`config.mk`:
```
export PLATFORM = sky130hd
export DESIGN_NAME = skwg_tap_lane
export DESIGN_NICKNAME = d
export VERILOG_FILES = /design/src/rtl/skwg_pkg.sv /design/src/rtl/skwg_tap_lane.sv
export SDC_FILE = /design/constraint.sdc
export NUM_CORES = 1
export LEC_CHECK = 0
export ABC_AREA = 1
export CAP_MARGIN = 20
export CORE_ASPECT_RATIO = 0.6
export CORE_MARGIN = 2
export CORE_UTILIZATION = 45
export DETAILED_ROUTE_END_ITERATION = 6
export DONT_BUFFER_PORTS = 1
export GPL_TIMING_DRIVEN = 0
export PLACE_DENSITY = 0.63
export RECOVER_POWER = 50
export SYNTH_ARGS = -nofsm -noshare
export SYNTH_HDL_FRONTEND = slang
export SYNTH_SLANG_ARGS = --single-unit
```
`constraint.sdc`:
```
create_clock -name clock -period 7.3 [get_ports clock]
set_input_delay 1.46 -clock clock [delete_from_list [all_inputs] [get_ports clock]]
set_output_delay 1.46 -clock clock [all_outputs]
set_load 0.005 [all_outputs]
```
`src/rtl/skwg_pkg.sv`:
```
package skwg_pkg;

   // Default fraction bits of the shift and weight formats
   localparam int SKWG_FRAC_BITS = 14;

   // Field widths
   localparam int DELTA_W  = 16;
   localparam int WEIGHT_W = 16;
   localparam int ORDER_W  = 2;
   localparam int TAPS_W   = 3;
   localparam int N_TAPS   = 5;
   localparam int N_LIN    = 3;

   // Interpolation order codes
   localparam logic [ORDER_W-1:0] ORDER_LINEAR = 2'd1;
   localparam logic [ORDER_W-1:0] ORDER_CUBIC  = 2'd3;

   // Tap counts reported with each result
   localparam logic [TAPS_W-1:0] TAPS_NONE   = 3'd0;
   localparam logic [TAPS_W-1:0] TAPS_LINEAR = 3'd3;
   localparam logic [TAPS_W-1:0] TAPS_CUBIC  = 3'd5;

   // Status codes
   localparam logic STATUS_OK    = 1'b0;
   localparam logic STATUS_ERROR = 1'b1;

   // Stage advance enables handed to each tap lane
   typedef struct packed {
      logic s2;
      logic s3;
   } adv_type;

endpackage

```
`src/rtl/skwg_tap_lane.sv`:
```
module skwg_tap_lane #(
   parameter int FRAC_BITS = skwg_pkg::SKWG_FRAC_BITS
) (
   input  logic                     clock,
   input  skwg_pkg::adv_type        adv,
   input  logic [FRAC_BITS+1:0]     a_in,
   input  logic                     near_in,
   input  logic                     far_in,
   output logic signed [FRAC_BITS+5:0] weight
);
   import skwg_pkg::*;

   localparam int AW  = FRAC_BITS + 2;   // |x|, saturated at 2.0
   localparam int SQW = FRAC_BITS + 3;   // x^2 up to 4.0
   localparam int CUW = FRAC_BITS + 4;   // x^3 up to 8.0
   localparam int PW  = 2 * AW;
   localparam int QW  = SQW + AW;
   localparam int VW  = FRAC_BITS + 6;
   localparam logic [PW-1:0] HALF_P = PW'(1) << (FRAC_BITS - 1);
   localparam logic [QW-1:0] HALF_Q = QW'(1) << (FRAC_BITS - 1);
   localparam logic signed [VW-1:0] ONE_V = VW'(1) << FRAC_BITS;

   logic [PW-1:0]  sq_prod;
   logic [SQW-1:0] sq2_in;
   logic [SQW-1:0] sq2_ff;
   logic [AW-1:0]  a2_ff;
   logic           near2_ff;
   logic           far2_ff;

   logic [QW-1:0]  cu_prod;
   logic [CUW-1:0] cu3_in;
   logic [CUW-1:0] cu3_ff;
   logic [SQW-1:0] sq3_ff;
   logic [AW-1:0]  a3_ff;
   logic           near3_ff;
   logic           far3_ff;

   logic signed [VW-1:0] cu_s;
   logic signed [VW-1:0] sq_s;
   logic signed [VW-1:0] a_s;
   logic signed [VW-1:0] v_near;
   logic signed [VW-1:0] v_far;
   logic signed [VW-1:0] v_sel;

   // Square, rounded half up
   assign sq_prod = PW'(a_in) * PW'(a_in);
   assign sq2_in  = SQW'((sq_prod + HALF_P) >> FRAC_BITS);

   always_ff @(posedge clock) begin
      if (adv.s2) begin
         sq2_ff   <= sq2_in;
         a2_ff    <= a_in;
         near2_ff <= near_in;
         far2_ff  <= far_in;
      end
   end

   // Cube from the rounded square, rounded again
   assign cu_prod = QW'(sq2_ff) * QW'(a2_ff);
   assign cu3_in  = CUW'((cu_prod + HALF_Q) >> FRAC_BITS);

   always_ff @(posedge clock) begin
      if (adv.s3) begin
         cu3_ff   <= cu3_in;
         sq3_ff   <= sq2_ff;
         a3_ff    <= a2_ff;
         near3_ff <= near2_ff;
         far3_ff  <= far2_ff;
      end
   end

   // Kernel polynomial at twice scale, then halve rounding up
   assign cu_s   = VW'(cu3_ff);
   assign sq_s   = VW'(sq3_ff);
   assign a_s    = VW'(a3_ff);
   assign v_near = (cu_s <<< 1) + cu_s - ((sq_s <<< 2) + sq_s) + (ONE_V <<< 1);
   assign v_far  = (sq_s <<< 2) + sq_s - cu_s - (a_s <<< 3) + (ONE_V <<< 2);
   assign v_sel  = near3_ff ? v_near : v_far;
   assign weight = far3_ff ? '0 : ((v_sel + VW'(1)) >>> 1);

endmodule

```
==> flow_summary_export.csv, run 1 <==
group,metric,value,unit
floorplanning,die_y,185,um
route,met3WireLength,8.35,mm
route,postRouteAntennaNets,0,
logic_synthesis,yosysTopAreaCellShare,0.330,
route,wl_met1,34.7,mm
sta,hold_violations,0,
worst_setup_path,reg2regPathDepth,22,
route,vias_per_cell,4.92,
worst_setup_path,worstReg2RegEnd,"cu3_ff[5]",
min_path,hold_class,"flop to flop",
route,drc,0,
logic_synthesis,synth.largest_area_cell,"fa_1",
worst_setup_path,max_stage_delay,610,ps
worst_setup_path,start_kind,"flop",
logic_synthesis,synth_common_cells,"inv_1 (916), nand2_1 (759), fa_1 (406), ha_1 (308), a21oi_1 (116)",
route,top_layer,"met5",
worst_setup_path,path_class,"flop to flop",
global_route,grt_pass1_vias,18900,
placed_design,place_hpwl,58.1,mm
logic_synthesis,syn_inst,3163,
logic_synthesis,synth_seq_cells,88,
clocking,cts_tree,"done",
global_route,grt_start_max_net_pins,54,
logic_synthesis,synth.avg_cell_area,7.80,um^2
clocking,clockBufferDepth,2,
worst_setup_path,r2r_start,"a2_ff[9]",
floorplanning,core_area,54200,um^2
logic_synthesis,syn-cell-area,24700,um^2
worst_setup_path,crit_start,"a2_ff[9]",
layout,num_antenna_cells,0,
logic_synthesis,yosysWarningCount,0,
global_route,grt_util_all_layers,0.250,
floorplanning,die_width,306,um
floorplanning,die-area,56800,um^2
global_route,gr-total-overflow,0,
floorplanning,ios,41,
sta,maxSlewHeadroom,0.412,
sta,worst_slew_pin_slew,883,ps
route,wl_met2,23.7,mm
floorplanning,start_util,0.455,
route,first_pass_iters,5,
layout,layout-drive-gt1-share,0.0318,
clocking,clk_latency,370,ps
floorplanning,rows,66,
sta,final_max_slew_viol_count,0,
clocking,cts-root-buf,"clkbuf_16",
worst_setup_path,worstPathCellList,"clkbuf_1 > clkbuf_1 > nand2_1 > fa_1 > inv_1 > fa_1 > inv_1 > fa_1 > inv_1 > fa_1 > fa_1 > inv_1 > fa_1 > inv_1 > ha_1 > nand2_1 > nor4_1 > nand2_1 > nand2_1 > nand2_1 > nand2_1 > xor2_1",
clocking,cts_sinks,88,
global_route,grt_pass1_wl,108,mm
worst_setup_path,rrSetupSlack,220,ps
clocking,clkTransAtPathRegs,70,ps
clocking,ctsHtreeMaxLevel,3,
job,max-cap-violations,0,
placed_design,port_buffers,0,
route,wl_per_cell,17.3,um
logic_synthesis,syn_nets,3898,
layout,final_cells,3892,
logic_synthesis,synthArstFlopShare,0,
worst_setup_path,critical_path.max_fanout,10,
route,drtIter0Drc,1563,
layout,nets,3908,
sta,finalCritPeriodShare,0.969,
layout,fill_cells,5392,
clocking,holdBufCountCts,0,
logic_synthesis,yosysMostFrequentCell,"inv_1",
sta,timing.hold.ws,425,ps
clocking,numCtsBuffers,9,
sta,setup_ws,225,ps
sta,min_period,7080,ps
outcome,run_status,"finished, final reports clean",
worst_setup_path,crit_arrival,7220,ps
worst_setup_path,crit_required,7450,ps
logic_synthesis,synth-edff-count,88,
sta,clock_skew,17.4,ps
sta,max_freq,0.141,GHz
global_route,antenna_found_initial,0,
route,vias,19200,
logic_synthesis,yosysSeqAreaShare,0.107,
placed_design,gp_congestion,0.944,
placed_design,place_ws,-875,ps
worst_setup_path,crit_end,"cu3_ff[5]",
logic_synthesis,netlist_top_cells_area,"fa_1 (33%), ha_1 (16%), inv_1 (14%)",
sta,setup_viol_count_final,0,
logic_synthesis,synth_flop_cell,"edfxtp_1",
layout,syn2layout_area_growth,5.18,%
route,wl,67.4,mm
worst_setup_path,end_kind,"flop",
logic_synthesis,post_synth_num_cell_types,47,
worst_setup_path,slowest_stage,"clkbuf_1",
placed_design,dp.cells,3877,
## state kept, by name (all words and copies together) (netlist names), 16 cells and up
name    cells
a3_ff      16
sq2_ff     17
a2_ff      16
sq3_ff     17
cu3_ff     18
## placed cells by master, fill, tap and decap left out, types with 3 or more instances in the layout
cell / Yosys / routed
o21a_1: 7 / 7
nor2_4: 4 / 4
clkbuf_1: 86 / 68
a21oi_1: 116 / 116
a21o_1: 4 / 4
nand2_1: 759 / 759
xor2_1: 45 / 43
edfxtp_1: 88 / 88
o21bai_1: 10 / 10
and2_1: 3 / 3
nor3_1: 17 / 17
nand3_2: 9 / 9
clkbuf_4: 0 / 3
nor2_2: 5 / 6
inv_1: 916 / 916
o21ai_0: 53 / 53
ha_1: 308 / 307
nand4_1: 22 / 22
buf_2: 7 / 9
nand3b_1: 3 / 3
nor2_1: 98 / 97
or2_2: 4 / 4
fa_1: 406 / 406
nand2_2: 12 / 12
nand3_1: 106 / 106
o21ai_1: 6 / 6
nor4_1: 6 / 4
clkbuf_16: 0 / 9
buf_4: 1 / 5
clkbuf_2: 2 / 12
inv_2: 8 / 8
xnor2_1: 23 / 22
a31oi_1: 6 / 6
a21boi_0: 4 / 4
## metal layers
metal / track usage / vias up
li1: - / 9377
met1: 0.399 / 8990
met2: 0.323 / 756
met3: 0.0862 / 33
met4: 0.0271 / 2
met5: 0.0121 / -
## critical path: cells and delay by family, from the launching register on
kind          cells  cell delay, ps
xor+xnor          1             340
simple gates      7            1090
flops             1             390
buf+inv           7            1470
fa+ha+maj         7            3580
## worst min path at each step
stage	from	end	slack (ps)	cells past startpoint
floorplan	far2_ff	far3_ff	400	0
global placement	near2_ff	near3_ff	420	0
detailed placement	near2_ff	near3_ff	410	0
CTS	near2_ff	near3_ff	430	0
global route	near2_ff	near3_ff	430	0
finish	near2_ff	near3_ff	420	0
## kinds of logic (layout without fill, tap and decap cells)
| family | after synthesis | count (layout) | synth area share |
|---|---|---|---|
| buf+inv | 1021 | 1036 | 0.156 |
| flops | 88 | 88 | 0.107 |
| other cells | 1 | 1 | 0.000152 |
| fa+ha+maj | 714 | 714 | 0.486 |
| compound gates | 218 | 218 | 0.0489 |
| xor+xnor | 68 | 68 | 0.0241 |
| simple gates | 1053 | 1053 | 0.178 |
## through the flow
| stage | setup TNS (ps) | utilization | cell area, um^2 |
|---|---|---|---|
| finish | 0 | 0.479 | 25900 |
| floorplan | 0 | - | 24700 |
| detailed placement | -7830 | 0.472 | 25600 |
| global route | -3.89 | 0.479 | 25900 |
| global placement | -8380 | 0.472 | 25600 |
| CTS | 0 | 0.478 | 25900 |
## timing repair
action                     CTS  global route
setup buffers                0             1
setup endpoints to repair   11            19
resized for setup           12            36
pin swaps                    0             1
## cell type report
type | instances | area [um^2] | share of cell area
multi-input combinational | 2054 | 18200 | 0.702
inverter | 924 | 3470 | 0.134
sequential | 88 | 2640 | 0.102
tap | 714 | 893 | 0.0344
buffer | 95 | 409 | 0.0158
clock buffer | 10 | 229 | 0.00883
clock inverter | 6 | 72.6 | 0.00280
timing repair buffer | 1 | 7.51 | 0.000289
Power of run 1 is left out: the tool's default activity adds up to more than one toggle a clock period on the data nets, which glitch-free logic cannot reach.
==> run 2, diff against run 1 <==
--- a/config.mk
+++ b/config.mk
@@ -7,5 +7,4 @@
 export LEC_CHECK = 0
 export ABC_AREA = 1
-export CAP_MARGIN = 20
 export CORE_ASPECT_RATIO = 0.6
 export CORE_MARGIN = 2
==> constraint.sdc (replaced) <==
create_clock -name clock -period 7.3 [get_ports clock]
set_input_delay 1.095 -clock clock [delete_from_list [all_inputs] [get_ports clock]]
set_output_delay 1.095 -clock clock [all_outputs]
set_load 0.005 [all_outputs]
==> flow_summary_export.csv, run 2 (synthesis gave the netlist of run 1 again) <==
group,metric,value,unit
placed_design,gp_congestion,0.944,
placed_design,place_hpwl,58.1,mm
clocking,postCtsSetupBuffers,0,
worst_setup_path,crit_required,7450,ps
global_route,grt_pass1_vias,18900,
global_route,grt_start_max_net_pins,54,
layout,top_regs,"cu3_ff (18), sq2_ff (17), sq3_ff (17)",
sta,rsz0062_at_grt,"no",
layout,final_cell_mix,"inv_1 (916), nand2_1 (759), fa_1 (406)",
sta,finalCritPeriodShare,0.966,
layout,final_cells,3892,
sta,worst_slew_pin_slew,875,ps
sta,maxSlewHeadroom,0.417,
sta,hold_violations,0,
sta,min_period,7050,ps
clocking,holdBufCountCts,0,
route,vias,19100,
worst_setup_path,slowest_stage,"clkbuf_1",
layout,final_common_cell,"inv_1",
worst_setup_path,crit_arrival,7200,ps
floorplanning,die_y,185,um
clocking,cts_sinks,88,
layout,top_register,"cu3_ff",
layout,nets,3908,
worst_setup_path,start_kind,"flop",
floorplanning,start_util,0.455,
job,max-cap-violations,0,
sta,setup_viol_count_final,0,
placed_design,port_buffers,0,
layout,num_antenna_cells,0,
route,drtIter0Drc,1489,
global_route,grt_util_all_layers,0.250,
route,first_pass_iters,5,
clocking,clkTransAtPathRegs,70,ps
worst_setup_path,end_kind,"flop",
layout,syn2layout_area_growth,4.91,%
clocking,numCtsBuffers,9,
min_path,hold_class,"flop to flop",
sta,setup_ws,246,ps
layout,largest_reg_flops,18,
floorplanning,die_width,306,um
worst_setup_path,critical_path.max_fanout,10,
route,postRouteAntennaNets,0,
sta,timing.hold.ws,424,ps
placed_design,place_ws,-510,ps
worst_setup_path,path_class,"flop to flop",
clocking,clk_latency,360,ps
layout,layout-drive-gt1-share,0.0274,
sta,max_freq,0.142,GHz
route,wl,67.5,mm
global_route,grt_pass1_wl,108,mm
placed_design,dp.cells,3877,
outcome,run_status,"finished, final reports clean",
clocking,cts_tree,"done",
route,wl_per_cell,17.3,um
global_route,gr-total-overflow,0,
floorplanning,rows,66,
route,drc,0,
floorplanning,die-area,56800,um^2
floorplanning,core_area,54200,um^2
clocking,cts-root-buf,"clkbuf_16",
route,vias_per_cell,4.92,
clocking,clockBufferDepth,2,
layout,utilization,0.478,
sta,clock_skew,14.4,ps
global_route,antenna_found_initial,0,
worst_setup_path,max_stage_delay,600,ps
floorplanning,ios,41,
sta,final_max_slew_viol_count,0,
clocking,ctsHtreeMaxLevel,3,
worst_setup_path,worstPathCellList,"clkbuf_1 > clkbuf_1 > nand2_1 > fa_1 > inv_1 > fa_1 > inv_1 > fa_1 > inv_1 > fa_1 > fa_1 > inv_1 > fa_1 > inv_1 > ha_1 > nand2_1 > nor4_1 > nand2_1 > nand2_1 > nand2_1 > nand2_1 > xor2_1",
## run 2: cell count changes in the layout (fill, tap and decap cells not counted), sizes merged
cell	delta
buf	-6
clkbuf	+6
## run 2: critical path, delay by kind of cell, from the launching register on
| kind | cells | cell delay [ps] |
|---|---|---|
| XOR/XNOR | 1 | 330 |
| flip-flops | 1 | 390 |
| buffers and inverters | 7 | 1420 |
| AND/OR/NAND/NOR | 7 | 1090 |
| adder cells (fa/ha/maj) | 7 | 3590 |
## run 2: area by class of cell
cell class / instances / area, um^2
plain buffers: 96 / 394
flip-flops and latches: 88 / 2640
clock inverters: 6 / 72.6
multi-input cells: 2054 / 18200
well taps: 714 / 893
clock buffers: 10 / 229
inverters: 924 / 3470
fillers: 5396 / 28300
## run 2: layer usage
layer	wire, um	GRT usage	vias up
met5	90	0.0121	-
met4	578	0.0271	2
met3	8350	0.0856	35
met2	23600	0.323	753
met1	34800	0.399	8975
li1	-	-	9381
## run 2: through the flow
| step | cell area (um^2) | setup TNS (ps) |
|---|---|---|
| global placement | 25600 | -2890 |
| finish | 25900 | 0 |
| floorplan | 24700 | 0 |
| CTS | 25900 | 0 |
| detailed placement | 25600 | -2490 |
| global route | 25900 | 0 |
## run 2: final timing paths
check / endpoint / startpoint / slack, ps / depth (start not counted)
max: cu3_ff[5] / a2_ff[9] / 250 / 22
min: near3_ff / near2_ff / 420 / 0
max reg2reg: cu3_ff[5] / a2_ff[9] / 250 / 22
min reg2reg: near3_ff / near2_ff / 420 / 0
## run 2: timing repair
action | CTS | global route
endpoints found under the setup margin | 2 | 17
gates cloned | 0 | 0
gates resized for setup | 3 | 22
Power of run 2 is left out for the same reason.
